File: config.mk
export PLATFORM = sky130hd
export DESIGN_NAME = prefix_code_byte_decompressor_core
export DESIGN_NICKNAME = d
export VERILOG_FILES = /design/src/hdl/pcbd_pkg.sv /design/src/hdl/prefix_code_byte_decompressor_core.sv /design/src/hdl/pcbd_fifo.sv /design/src/hdl/pcbd_back.sv
export SDC_FILE = /design/constraint.sdc
export NUM_CORES = 1
export LEC_CHECK = 0
export BUFFER_PORTS_ARGS = -buffer_cell sky130_fd_sc_hd__buf_2
export CAP_MARGIN = 20
export CORE_MARGIN = 8
export CORE_UTILIZATION = 25
export DETAILED_ROUTE_END_ITERATION = 16
export GPL_ROUTABILITY_DRIVEN = 0
export PLACE_DENSITY = 0.37
export SLEW_MARGIN = 20
export SYNTH_ARGS = -nofsm -noshare
export SYNTH_HDL_FRONTEND = slang
export SYNTH_SLANG_ARGS = --single-unit
File: constraint.sdc
create_clock -name clk -period 8.8 [get_ports clk]
set_clock_uncertainty 0.05 [all_clocks]
set_input_delay 0.88 -clock clk [delete_from_list [all_inputs] [get_ports clk]]
set_output_delay 0.88 -clock clk [all_outputs]
set_load 0.05 [all_outputs]
File: src/hdl/pcbd_pkg.sv
// Package for the prefix-code byte decompressor.
// Holds the shared field widths, register indexes, reset values and the result beat type.
// No dependencies.
package pcbd_pkg;

  localparam int BYTE_W    = 8;
  localparam int DICT_W    = 64;
  localparam int FLEN_W    = 16;
  localparam int CFG_IDX_W = 1;

  localparam logic [FLEN_W-1:0] FRAME_LENGTH_RESET = 16'd8;

  localparam logic [CFG_IDX_W-1:0] REG_DICTIONARY   = 1'b0;
  localparam logic [CFG_IDX_W-1:0] REG_FRAME_LENGTH = 1'b1;

  localparam int IN_DEPTH_DEFAULT  = 2;
  localparam int OUT_DEPTH_DEFAULT = 2;

  typedef struct packed {
    logic [BYTE_W-1:0] out_byte;
    logic              frame_end;
    logic              last;
  } result_t;

endpackage

File: src/hdl/prefix_code_byte_decompressor_core.sv
// Top level of the prefix-code byte decompressor.
// Depends on pcbd_pkg, pcbd_fifo and pcbd_back.

// Compressed bytes enter through a push/full queue and decoded bytes leave
// through an empty/pop queue; both sides may stall freely. Each input byte
// is appended, most significant bit first, to a 17-bit buffer, and the
// decoder then takes one prefix symbol per cycle while the result queue has
// room: 0 is a zero byte, 11 and eight bits is a literal, 101 and three
// bits is a dictionary entry, 100 and three bits is a byte with that single
// bit set. Each input byte is first loaded into the buffer and then yields
// at most eight decoded bytes, one per symbol; the decoder takes no new
// input byte until it is through with the current one. The final result
// beat of each input byte carries last. After frame_length decoded bytes
// the beat carries frame_end and every pending bit, including the rest of
// the current input byte, is discarded.
// Configuration: index 0 writes the 64-bit dictionary (entry i in bits
// 8i+7 down to 8i), index 1 writes frame_length from the low 16 data bits.
// Writes take effect at once and are meant to happen while the block is idle.
module prefix_code_byte_decompressor_core
  import pcbd_pkg::*;
#(
  parameter int IN_DEPTH  = IN_DEPTH_DEFAULT,
  parameter int OUT_DEPTH = OUT_DEPTH_DEFAULT
) (
  input  logic                 clk,
  input  logic                 rst_n,
  input  logic                 in_push,
  output logic                 in_full,
  input  logic [BYTE_W-1:0]    in_byte,
  output logic                 out_empty,
  input  logic                 out_pop,
  output logic [BYTE_W-1:0]    out_byte,
  output logic                 out_frame_end,
  output logic                 out_last,
  input  logic                 cfg_we,
  input  logic [CFG_IDX_W-1:0] cfg_index,
  input  logic [DICT_W-1:0]    cfg_data
);

  logic [DICT_W-1:0] dictionary_r;
  logic [FLEN_W-1:0] frame_length_r;

  logic              q_empty;
  logic              q_pop;
  logic [BYTE_W-1:0] q_byte;
  logic              res_full;
  logic              res_push;
  result_t           res;
  result_t           out_res;

  // Configuration registers.
  always_ff @(posedge clk) begin
    if (!rst_n) begin
      dictionary_r   <= '0;
      frame_length_r <= FRAME_LENGTH_RESET;
    end else if (cfg_we) begin
      case (cfg_index)
        REG_DICTIONARY:   dictionary_r   <= cfg_data;
        REG_FRAME_LENGTH: frame_length_r <= cfg_data[FLEN_W-1:0];
        default: ;
      endcase
    end
  end

  // Front end: the input queue decouples the producer from the decoder.
  pcbd_fifo #(
    .WIDTH (BYTE_W),
    .DEPTH (IN_DEPTH)
  ) u_in_q (
    .clk       (clk),
    .rst_n     (rst_n),
    .push      (in_push),
    .push_data (in_byte),
    .full      (in_full),
    .pop       (q_pop),
    .pop_data  (q_byte),
    .empty     (q_empty)
  );

  // Back end: bit buffer and symbol decoder.
  pcbd_back u_back (
    .clk          (clk),
    .rst_n        (rst_n),
    .q_empty      (q_empty),
    .q_byte       (q_byte),
    .q_pop        (q_pop),
    .res_full     (res_full),
    .res_push     (res_push),
    .res          (res),
    .dictionary   (dictionary_r),
    .frame_length (frame_length_r)
  );

  // Result queue: finished beats wait here while the decoder keeps going.
  pcbd_fifo #(
    .WIDTH ($bits(result_t)),
    .DEPTH (OUT_DEPTH)
  ) u_out_q (
    .clk       (clk),
    .rst_n     (rst_n),
    .push      (res_push),
    .push_data (res),
    .full      (res_full),
    .pop       (out_pop),
    .pop_data  (out_res),
    .empty     (out_empty)
  );

  assign out_byte      = out_res.out_byte;
  assign out_frame_end = out_res.frame_end;
  assign out_last      = out_res.last;

  // The decoder must never push a beat into a full result queue.
  a_no_res_overflow : assert property (@(posedge clk) disable iff (!rst_n)
    res_push |-> !res_full)
    else $error("decoder pushed into a full result queue");

  // A frame end always closes the beats of its input byte.
  a_frame_end_last : assert property (@(posedge clk) disable iff (!rst_n)
    (!out_empty && out_frame_end) |-> out_last)
    else $error("frame_end beat without last");

  // The decoder takes a byte from the input queue only when one is waiting.
  a_pop_nonempty : assert property (@(posedge clk) disable iff (!rst_n)
    q_pop |-> !q_empty)
    else $error("input queue popped while empty");

  // Reset leaves both queues empty.
  a_reset_empty : assert property (@(posedge clk)
    !rst_n |=> (!in_full && out_empty))
    else $error("queues not empty after reset");

endmodule

File: src/hdl/pcbd_fifo.sv
// Small register queue used on both sides of the decoder.
// Generic width and depth; depends on nothing else.
module pcbd_fifo #(
  parameter int WIDTH = 8,
  parameter int DEPTH = 2
) (
  input  logic             clk,
  input  logic             rst_n,
  input  logic             push,
  input  logic [WIDTH-1:0] push_data,
  output logic             full,
  input  logic             pop,
  output logic [WIDTH-1:0] pop_data,
  output logic             empty
);

  localparam int AW = (DEPTH > 1) ? $clog2(DEPTH) : 1;
  localparam int CW = $clog2(DEPTH + 1);

  logic [WIDTH-1:0] mem_r [DEPTH];
  logic [AW-1:0]    wr_ptr_r, wr_ptr_nxt;
  logic [AW-1:0]    rd_ptr_r, rd_ptr_nxt;
  logic [CW-1:0]    count_r, count_nxt;
  logic             do_push, do_pop;

  assign full     = (count_r == CW'(DEPTH));
  assign empty    = (count_r == '0);
  assign do_push  = push && !full;
  assign do_pop   = pop && !empty;
  assign pop_data = mem_r[rd_ptr_r];

  always_comb begin
    wr_ptr_nxt = wr_ptr_r;
    rd_ptr_nxt = rd_ptr_r;
    count_nxt  = count_r;
    if (do_push) begin
      wr_ptr_nxt = (wr_ptr_r == AW'(DEPTH - 1)) ? '0 : wr_ptr_r + 1'b1;
    end
    if (do_pop) begin
      rd_ptr_nxt = (rd_ptr_r == AW'(DEPTH - 1)) ? '0 : rd_ptr_r + 1'b1;
    end
    if (do_push && !do_pop) begin
      count_nxt = count_r + 1'b1;
    end else if (do_pop && !do_push) begin
      count_nxt = count_r - 1'b1;
    end
  end

  always_ff @(posedge clk) begin
    if (!rst_n) begin
      wr_ptr_r <= '0;
      rd_ptr_r <= '0;
      count_r  <= '0;
    end else begin
      wr_ptr_r <= wr_ptr_nxt;
      rd_ptr_r <= rd_ptr_nxt;
      count_r  <= count_nxt;
    end
  end

  always_ff @(posedge clk) begin
    if (do_push) begin
      mem_r[wr_ptr_r] <= push_data;
    end
  end

endmodule

File: src/hdl/pcbd_back.sv
// Decoder back end: bit buffer and one-symbol-per-cycle prefix decoder, stalled while the result queue is full.
// Depends on pcbd_pkg for widths and the result beat type.
module pcbd_back
  import pcbd_pkg::*;
(
  input  logic              clk,
  input  logic              rst_n,
  input  logic              q_empty,
  input  logic [BYTE_W-1:0] q_byte,
  output logic              q_pop,
  input  logic              res_full,
  output logic              res_push,
  output result_t           res,
  input  logic [DICT_W-1:0] dictionary,
  input  logic [FLEN_W-1:0] frame_length
);

  // The buffer is kept left aligned: the oldest pending bit sits in bit 16.
  logic [16:0]       buf_r, buf_nxt;
  logic [4:0]        held_r, held_nxt;
  logic [2:0]        cnt_r, cnt_nxt;
  logic [FLEN_W-1:0] bytes_r, bytes_nxt;
  logic              busy_r, busy_nxt;

  logic [16:0]       base_buf;
  logic [4:0]        base_held;
  logic [3:0]        len, nxt_len;
  logic [16:0]       shifted_buf;
  logic [4:0]        shifted_held;
  logic [FLEN_W-1:0] bytes_inc;
  logic              done;
  logic [2:0]        idx;
  logic [BYTE_W-1:0] val;

  // Length of the complete symbol at the head of the buffer, zero if incomplete.
  function automatic logic [3:0] sym_len(logic [16:0] a, logic [4:0] h);
    logic [3:0] l;
    l = 4'd0;
    if (h != 5'd0) begin
      if (!a[16]) begin
        l = 4'd1;
      end else if (h >= 5'd2) begin
        if (a[15]) begin
          l = (h >= 5'd10) ? 4'd10 : 4'd0;
        end else begin
          l = (h >= 5'd6) ? 4'd6 : 4'd0;
        end
      end
    end
    return l;
  endfunction

  assign len          = sym_len(buf_r, held_r);
  assign shifted_buf  = buf_r << len;
  assign shifted_held = held_r - 5'(len);
  assign nxt_len      = sym_len(shifted_buf, shifted_held);
  assign bytes_inc    = bytes_r + 1'b1;
  assign done         = (bytes_inc == frame_length);
  assign idx          = buf_r[13:11];

  always_comb begin
    if (!buf_r[16]) begin
      val = '0;
    end else if (buf_r[15]) begin
      val = buf_r[14:7];
    end else if (buf_r[14]) begin
      val = dictionary[{idx, 3'b000} +: BYTE_W];
    end else begin
      val = BYTE_W'(1) << idx;
    end
  end

  // A buffer left with more than nine bits is dropped before the next byte.
  assign base_buf  = (held_r > 5'd9) ? '0 : buf_r;
  assign base_held = (held_r > 5'd9) ? '0 : held_r;

  assign q_pop         = !busy_r && !q_empty;
  assign res_push      = busy_r && !res_full && (len != 4'd0);
  assign res.out_byte  = val;
  assign res.frame_end = done;
  assign res.last      = done || (cnt_r == 3'd7) || (nxt_len == 4'd0);

  always_comb begin
    buf_nxt   = buf_r;
    held_nxt  = held_r;
    cnt_nxt   = cnt_r;
    bytes_nxt = bytes_r;
    busy_nxt  = busy_r;
    if (q_pop) begin
      buf_nxt  = base_buf | ({9'd0, q_byte} << (4'd9 - base_held[3:0]));
      held_nxt = base_held + 5'd8;
      cnt_nxt  = '0;
      busy_nxt = 1'b1;
    end else if (res_push) begin
      cnt_nxt  = cnt_r + 1'b1;
      busy_nxt = !res.last;
      if (done) begin
        buf_nxt   = '0;
        held_nxt  = '0;
        bytes_nxt = '0;
      end else begin
        buf_nxt   = shifted_buf;
        held_nxt  = shifted_held;
        bytes_nxt = bytes_inc;
      end
    end else if (busy_r && (len == 4'd0)) begin
      busy_nxt = 1'b0;
    end
  end

  always_ff @(posedge clk) begin
    if (!rst_n) begin
      buf_r   <= '0;
      held_r  <= '0;
      cnt_r   <= '0;
      bytes_r <= '0;
      busy_r  <= 1'b0;
    end else begin
      buf_r   <= buf_nxt;
      held_r  <= held_nxt;
      cnt_r   <= cnt_nxt;
      bytes_r <= bytes_nxt;
      busy_r  <= busy_nxt;
    end
  end

endmodule

==> results of run 1 <==
flip-flops by register name, indices dropped and copies added (netlist names), named ones only:
name and cells:
frame_length_r 16, u_back.buf_r 17, u_out_q.count_r 2, u_in_q.mem_r 16
u_back.busy_r 1, u_in_q.wr_ptr_r 1, u_back.cnt_r 3, dictionary_r 64
u_out_q.wr_ptr_r 1, u_in_q.count_r 2, u_out_q.rd_ptr_r 1, u_out_q.mem_r 20
u_back.bytes_r 16, u_in_q.rd_ptr_r 1, u_back.held_r 5
worst max-delay path: stages (launching register included):
cell	delay, ps
dfxtp_1	580
inv_1	180
nor3_1	600
inv_2	260
nand2_2	270
inv_1	220
ha_1	320
a221oi_1	280
xnor2_1	170
o41ai_1	340
o2111ai_1	190
nand3b_1	180
a31oi_1	110
power by group:
part | internal [mW] | switching [mW]
clock network | 0.456 | 0.364
logic | 0.372 | 0.646
registers | 0.885 | 0.122
total | 1.71 | 1.13
layout by cell type, fill, tap and decap left out, types with 6 or more instances in the layout:
master and instances:
nor2_1 47, nand2_1 230, a211oi_1 6, xor2_1 16, buf_2 89, xnor2_1 17
mux2_2 21, nor3_1 9, o22ai_1 18, inv_1 21, clkbuf_16 17, mux4_2 14
nand2b_1 9, a221oi_1 6, dfxtp_1 132, nand3_1 30, o21ai_0 35, and2_1 10
or3_1 15, a32oi_1 8, nand4_1 10, mux2i_1 26, edfxtp_1 36, buf_4 8
ha_1 10, a21oi_1 131, a31oi_1 8
final cells by class:
class	count	area [um2]	share of cell area
repair buffers	97	505	0.0491
clock inverters	14	189	0.0184
clock buffers	18	429	0.0417
flip-flops and latches	168	3720	0.362
well taps	461	577	0.0560
multi-input cells	777	4770	0.464
inverters	25	96.3	0.00936
path summary, 6_finish.rpt:
kind | end | slack [ps] | cells past startpoint
hold / removal | dictionary_r[45] | 400 | 2
setup / recovery | u_back.busy_r | 4900 | 12
setup reg to reg | u_back.busy_r | 4900 | 12
hold reg to reg | dictionary_r[45] | 400 | 2
through the flow:
step	utilization	cells
global route	0.292	1560
detailed placement	0.274	1528
finish	0.292	1560
CTS	0.292	1560
floorplan	-	1043
global placement	0.274	1528
cell families after synthesis:
group | synth area share
buffers and inverters | 0.0456
AND/OR/NAND/NOR | 0.200
adder cells (fa/ha/maj) | 0.0163
flip-flops | 0.419
multiplexers | 0.0913
XOR/XNOR | 0.0352
AO/OA/AOI/OAI | 0.193
per-layer routing:
metal / wire, um / track usage / part of all wire
met1: 15200 / 0.204 / 0.51
met2: 13100 / 0.214 / 0.44
met3: 1180 / 0.0296 / 0.040
met4: 290 / 0.0329 / 0.0098
met5: 0 / 0 / 0
==> impl_metrics.env, run 1 <==
export IMPL_dr_pass1_iters=5
export IMPL_drive_above_1_share=0.163
export IMPL_fillers=3815
export IMPL_yosys_top_cells_area="dfxtp_1 (30%), edfxtp_1 (12%), nand2_1 (9.7%)"
export IMPL_ant_nets=0
export IMPL_grt_max_degree=79
export IMPL_ios=90
export IMPL_ys_ff_latch=168
export IMPL_post_place_ws_ps=4970
export IMPL_powerDensity_nw_per_um2=276
export IMPL_ir_drop_mv=0.171
export IMPL_total_power_mw=2.85
export IMPL_grt_pass1_vias=7786
export IMPL_finalSetupViolations=0
export IMPL_nets=1175
export IMPL_track_usage=0.142
export IMPL_io_buffers=89
export IMPL_hold_viol=0
export IMPL_fmax_mhz=256
export IMPL_cts_hold_buffers=0
export IMPL_drv_cap=0
export IMPL_grt_overflow_total=0
export IMPL_critPathCaptureType="register"
export IMPL_finalWirelength_um=29700
export IMPL_viasPerCell=4.96
export IMPL_synth_ff_type="dfxtp_1"
export IMPL_clock_path_buffers=2
export IMPL_start_util=0.252
export IMPL_p_leak_nw=3.59
export IMPL_yosys_area_top_type="dfxtp_1"
export IMPL_worstMarginPinSlew_ps=999
export IMPL_dieArea_um2=41900
export IMPL_crit_path_max_fanout=14
export IMPL_required_ps=9050
export IMPL_tns_ps=0
export IMPL_slew_headroom=0.329
export IMPL_ys_types=77
export IMPL_drc=0
export IMPL_yosysMostFrequentCell="nand2_1"
export IMPL_rsz0062_at_grt="false"
export IMPL_insertedDiodeCount=0
export IMPL_cts_setup_buffers=0
export IMPL_wl_per_cell_um=19.0
export IMPL_clk_latency_ps=450
export IMPL_drtIter0Drc=571
export IMPL_cts_sinks=168
export IMPL_avgSynthCellArea_um2=8.53
export IMPL_cts_resized=0
export IMPL_placed_cell_area_um2=9680
export IMPL_rows=69
export IMPL_dpl_hpwl_um=20900
export IMPL_grt_pass1_wl_um=46500
export IMPL_min_period_over_period=0.444
export IMPL_synth_edf_count=36
export IMPL_fp_dieW_um=205
export IMPL_tritoncts="built"
export IMPL_cts_root_buf="clkbuf_16"
export IMPL_clk_pin_slew_ps=70
export IMPL_worstReg2RegStart="u_back.buf_r[16]"
export IMPL_crit_type="reg2reg"
export IMPL_synthArstFlopShare=0
export IMPL_dieHeight_um=205
export IMPL_status="finished, final reports clean"
export IMPL_netlist_area_leader_share=0.297
export IMPL_vias=7739
export IMPL_cts_max_level=4
export IMPL_core_area_um2=35300
export IMPL_synth_warnings=0
export IMPL_whs_ps=403
export IMPL_synth_common_cells="nand2_1 (230), dfxtp_1 (132), a21oi_1 (131), clkbuf_1 (52), nor2_1 (47)"
export IMPL_synthCells=1043
export IMPL_min_period_ps=3900
export IMPL_seq_area_frac_synth=0.419
export IMPL_hp_start="dictionary_r[45]"
export IMPL_antenna_found_initial=0
export IMPL_worstPathArrival_ps=4160
export IMPL_final_area_um2=10300
export IMPL_cts_buffers=17
export IMPL_syn_area_um2=8890
export IMPL_startpoint_type="register"
export IMPL_slew_viol_final=0
export IMPL_setup_ws_ps=4900
export IMPL_areaGrowthSynthToFinish_pct=15.8
export IMPL_hp_class="reg2reg"
export IMPL_synth_nets=1132
export IMPL_crit_path_start="u_back.buf_r[16]"
No activity file was read; power rests on OpenSTA's default activity.
==> run 2, diff against run 1 <==
Clock period 8.8 ns to 3.7 ns, I/O delays scaled along.
==> run 2 against run 1 <==
Register-to-register slack got worse by 4500 ps. Sequential power grew 130%. Critical endpoint unchanged. Critical path type unchanged. Flip-flop and latch count stayed put.
==> impl_metrics.env, run 2 (synthesis results as in run 1) <==
export IMPL_drv_cap=0
export IMPL_fmax_mhz=302
export IMPL_cts_hold_buffers=0
export IMPL_nets=1198
export IMPL_total_power_mw=6.93
export IMPL_placed_cell_area_um2=9860
export IMPL_fp_dieW_um=205
export IMPL_powerDensity_nw_per_um2=660
export IMPL_crit_path_max_fanout=11
export IMPL_cts_buffers=17
export IMPL_final_core_util=0.297
export IMPL_largest_reg_flops=64
export IMPL_hp_class="in2reg"
export IMPL_p_leak_nw=3.73
export IMPL_final_common_cell="nand2_1"
export IMPL_ios=90
export IMPL_dieHeight_um=205
export IMPL_grt_max_degree=70
export IMPL_core_area_um2=35300
export IMPL_cts_root_buf="clkbuf_16"
export IMPL_cts_resized=0
export IMPL_cts_sinks=168
export IMPL_post_place_ws_ps=416
export IMPL_antenna_found_initial=0
export IMPL_slew_headroom=0.530
export IMPL_rsz0062_at_grt="false"
export IMPL_clock_path_buffers=2
export IMPL_cts_max_level=4
export IMPL_final_area_um2=10500
export IMPL_whs_ps=69.9
export IMPL_dp_cells=1551
export IMPL_hold_viol=0
export IMPL_tritoncts="built"
export IMPL_min_period_over_period=0.895
export IMPL_critPathCaptureType="register"
export IMPL_track_usage=0.140
export IMPL_dpl_hpwl_um=21800
export IMPL_cts_setup_buffers=0
export IMPL_startpoint_type="register"
export IMPL_grt_pass1_vias=7596
export IMPL_io_buffers=89
export IMPL_wl_per_cell_um=18.6
export IMPL_finalWirelength_um=29500
export IMPL_vias=7782
export IMPL_top_regs="dictionary_r (64), u_out_q.mem_r (20), u_back.buf_r (17)"
export IMPL_start_util=0.252
export IMPL_required_ps=3970
export IMPL_top_register="dictionary_r"
export IMPL_setup_ws_ps=389
export IMPL_grt_pass1_wl_um=46100
export IMPL_drive_above_1_share=0.180
export IMPL_worstMarginPinSlew_ps=703
export IMPL_rows=69
export IMPL_final_cells=1583
export IMPL_rrSetupSlack_ps=390
export IMPL_ant_nets=0
export IMPL_grt_overflow_total=0
export IMPL_viasPerCell=4.92
export IMPL_min_period_ps=3310
export IMPL_ir_drop_mv=0.380
export IMPL_crit_type="reg2reg"
export IMPL_dieArea_um2=41900
export IMPL_drtIter0Drc=527
export IMPL_tns_ps=0
export IMPL_insertedDiodeCount=0
export IMPL_slew_viol_final=0
export IMPL_dr_pass1_iters=5
export IMPL_status="finished, final reports clean"
export IMPL_clk_pin_slew_ps=70
export IMPL_worstPathArrival_ps=3580
export IMPL_layout_common_cells="nand2_1 (230), dfxtp_1 (132), a21oi_1 (131), buf_2 (89), nor2_1 (47)"
export IMPL_areaGrowthSynthToFinish_pct=18.1
export IMPL_clk_latency_ps=440
export IMPL_drc=0
export IMPL_finalSetupViolations=0
run 2: layout make-up:
type | instances | area [um2]
fillers | 3754 | 24800
repair buffers | 120 | 691
well taps | 461 | 577
clock buffers | 18 | 429
clock inverters | 14 | 209
inverters | 25 | 96.3
flip-flops and latches | 168 | 3720
multi-input cells | 777 | 4770
run 2: power breakdown:
part	internal, mW	switching, mW
Sequential	2.10	0.249
Combinational	0.966	1.61
Clock	1.15	0.841
Total	4.22	2.70
run 2: metal layers:
layer  global-route usage  up-vias  part of all wire
met5                    0        -                 0
met4               0.0435        0             0.017
met2                0.204      180              0.43
met1                0.206     3691              0.51
met3               0.0259       32             0.040
li1                     -     3879                 -
run 2: worst paths after layout:
| path | startpoint | endpoint | depth (start not counted) |
|---|---|---|---|
| max | u_back.held_r[4] | u_back.busy_r | 12 |
| max reg2reg | u_back.held_r[4] | u_back.busy_r | 12 |
| min reg2reg | dictionary_r[36] | dictionary_r[36] | 2 |
| min | in_byte[3] | u_in_q.mem_r[1][3] | 1 |
run 2: worst max-delay path, cell delays in order, from the launching register on:
cell and delay (ps):
dfxtp_1 590, a211oi_1 160, nor3_1 300, inv_2 180, nand2_2 220, inv_1 180, ha_1 300, a221oi_1 300
xnor2_1 170, o41ai_1 340, o2111ai_1 170, nand3b_1 160, a31oi_1 90
==> run 3, diff against run 2 <==
Settings changed: ABC_AREA from default to 1, CORE_ASPECT_RATIO from default to 1.2, SLEW_MARGIN 20 to 40.
==> run 3 against run 2 <==
Flip-flop and latch count unchanged. Core utilization decreased by 0.16 points. Die area about the same. Wire length increased by 1.8%. Count of clock-buffer cells in the layout unchanged. Critical path type unchanged. Critical endpoint is now u_out_q.mem_r[1][0]. Largest cell class unchanged. Clock power decreased by 10%. Fmax increased by 11%. Global-route usage increased by 0.32 points.
==> impl_metrics.env, run 3 <==
export IMPL_status="finished, final reports clean"
export IMPL_synth_edf_count=36
export IMPL_netlist_area_leader_share=0.298
export IMPL_min_period_ps=2980
export IMPL_synth_nets=1311
export IMPL_hp_class="in2reg"
export IMPL_rows=75
export IMPL_start_util=0.254
export IMPL_insertedDiodeCount=0
export IMPL_avgSynthCellArea_um2=7.27
export IMPL_synthArstFlopShare=0
export IMPL_clk_latency_ps=440
export IMPL_grt_pass1_wl_um=47500
export IMPL_slew_headroom=0.487
export IMPL_rsz0062_at_grt="false"
export IMPL_ys_types=58
export IMPL_cts_setup_buffers=0
export IMPL_final_cells=1765
export IMPL_worstMarginPinSlew_ps=767
export IMPL_r2r_end="u_out_q.mem_r[1][0]"
export IMPL_finalSetupViolations=0
export IMPL_yosysMostFrequentCell="nand2_1"
export IMPL_grt_max_degree=86
export IMPL_layout_common_cells="nand2_1 (242), nor2_1 (205), dfxtp_1 (132), o21ai_0 (124), inv_1 (90)"
export IMPL_cts_hold_buffers=0
export IMPL_yosys_top_cells_area="dfxtp_1 (30%), edfxtp_1 (12%), nand2_1 (10%)"
export IMPL_dieArea_um2=41800
export IMPL_crit_top_cell="nor2_1"
export IMPL_nets=1379
export IMPL_synth_warnings=0
export IMPL_synth_common_cells="nand2_1 (243), nor2_1 (206), dfxtp_1 (132), o21ai_0 (124), inv_1 (91)"
export IMPL_powerDensity_nw_per_um2=685
export IMPL_crit_path_start="u_back.held_r[3]"
export IMPL_max_stage_delay_ps=410
export IMPL_p_leak_nw=4.20
export IMPL_ys_ff_latch=168
export IMPL_startpoint_type="register"
export IMPL_core_area_um2=35000
export IMPL_vias=8206
export IMPL_rrSetupSlack_ps=720
export IMPL_drc=0
export IMPL_final_common_cell="nand2_1"
export IMPL_crit_type="reg2reg"
export IMPL_required_ps=3800
export IMPL_clock_path_buffers=2
export IMPL_ir_drop_mv=0.303
export IMPL_seqCellArea_um2=3720
export IMPL_drive_above_1_share=0.150
export IMPL_drv_cap=0
export IMPL_synth_ff_type="dfxtp_1"
export IMPL_worst_path_max_delay_cell="fa_1"
export IMPL_largest_reg_flops=64
export IMPL_seq_area_frac_synth=0.419
export IMPL_finalWirelength_um=30000
export IMPL_antenna_found_initial=1
export IMPL_multi_input_area_um2=4490
export IMPL_top_register="dictionary_r"
export IMPL_dieHeight_um=222
export IMPL_hold_viol=0
export IMPL_io_buffers=89
export IMPL_grt_overflow_total=0
export IMPL_fillers=3910
export IMPL_synthCells=1222
export IMPL_dr_pass1_iters=5
export IMPL_drtIter0Drc=466
export IMPL_path_cells="nor2_2 -> nand3_2 -> nand2_4 -> inv_2 -> ha_1 -> fa_1 -> xnor2_1 -> nor2_1 -> o21ai_0 -> inv_1 -> nand3_1 -> nor2_1 -> nor2_1 -> nand2_1"
export IMPL_fmax_mhz=335
export IMPL_wl_per_cell_um=17.0
export IMPL_clk_pin_slew_ps=70
export IMPL_worstReg2RegStart="u_back.held_r[3]"
export IMPL_grt_pass1_vias=8227
export IMPL_crit_end="u_out_q.mem_r[1][0]"
export IMPL_tritoncts="built"
export IMPL_ant_nets=0
export IMPL_min_period_over_period=0.806
export IMPL_fp_dieW_um=188
export IMPL_yosys_area_top_type="dfxtp_1"
export IMPL_hp_start="in_byte[3]"
export IMPL_cts_sinks=168
export IMPL_dp_cells=1733
export IMPL_ff2ff_path_depth=14
export IMPL_slew_viol_final=0
export IMPL_viasPerCell=4.65
export IMPL_crit_path_max_fanout=26
export IMPL_cts_root_buf="clkbuf_16"
export IMPL_syn_area_um2=8880
export IMPL_critPathCaptureType="register"
export IMPL_cts_resized=0
export IMPL_areaGrowthSynthToFinish_pct=16.6
export IMPL_cts_max_level=4
export IMPL_tns_ps=0
export IMPL_top_regs="dictionary_r (64), u_out_q.mem_r (20), u_back.buf_r (17)"
export IMPL_worstPathArrival_ps=3090
export IMPL_cts_buffers=17
export IMPL_ios=90
export IMPL_dpl_hpwl_um=22000
export IMPL_track_usage=0.144
[run 3: cell types whose count changed in the layout (fill, tap and decap cells not counted), sizes merged, moves of 21 or more]
| cell | previous run | this run |
|---|---|---|
| o21ai | 37 | 137 |
| a21oi | 131 | 82 |
| mux2i | 26 | 4 |
| nand2 | 232 | 253 |
| inv | 31 | 113 |
| nand3 | 31 | 64 |
| nor2 | 48 | 214 |
[run 3: cell type report]
cell class | instances | share of cell area
inverters | 112 | 0.0415
multi-input cells | 887 | 0.434
flip-flops and latches | 168 | 0.360
repair buffers | 104 | 0.0543
clock buffers | 18 | 0.0415
clock inverters | 14 | 0.0133
well taps | 462 | 0.0558
[run 3: through the flow]
stage / setup WS [ps] / power (mW) / hold WS (ps) / utilization / cell area (um2)
floorplan: 1240 / 4.47 / 376 / - / 8880
global placement: 793 / 5.40 / 387 / 0.279 / 9780
detailed placement: 759 / 5.38 / 401 / 0.279 / 9780
CTS: 733 / 7.21 / 45.1 / 0.296 / 10300
global route: 384 / 7.65 / 51.4 / 0.296 / 10400
finish: 717 / 7.10 / 72.3 / 0.296 / 10400
[run 3: worst max-delay path, delay by kind of cell, from the launching register on]
family,cells,cell delay (ps)
xor+xnor,1,250
flops,1,360
fa+ha+maj,2,640
simple gates,8,1010
compound gates,1,180
buf+inv,2,190
[run 3: where the power goes]
group	internal [mW]	switching [mW]	leakage [nW]
registers	2.14	0.224	1.41
logic	0.907	2.04	2.52
clock network	0.944	0.844	0.268
total	3.99	3.11	4.20
[run 3: how the worst min path moves through the flow]
stage                                     to  cells after the start
final                     u_in_q.mem_r[1][3]                      1
after global placement       u_in_q.rd_ptr_r                      1
after global routing      u_in_q.mem_r[1][6]                      1
after CTS                 u_in_q.mem_r[1][0]                      1
after floorplan                     register                      1
after detailed placement     u_in_q.rd_ptr_r                      1
[run 3: logic make-up after synthesis]
| logic type | share of synthesized area |
|---|---|
| and+or+nand+nor | 0.281 |
| AOI/OAI and AO/OA | 0.174 |
| muxes | 0.0185 |
| adders and majority gates | 0.0163 |
| DFF | 0.419 |
| xor gates and xnor gates | 0.0152 |
| buffers and inverters | 0.0755 |
[run 3: per-layer routing]
| metal | share of wire | up-vias | GRT usage |
|---|---|---|---|
| met5 | 0 | - | 0 |
| met4 | 0.010 | 0 | 0.0344 |
| met3 | 0.032 | 15 | 0.0252 |
| met2 | 0.49 | 138 | 0.245 |
| met1 | 0.47 | 3853 | 0.185 |
| li1 | - | 4200 | - |
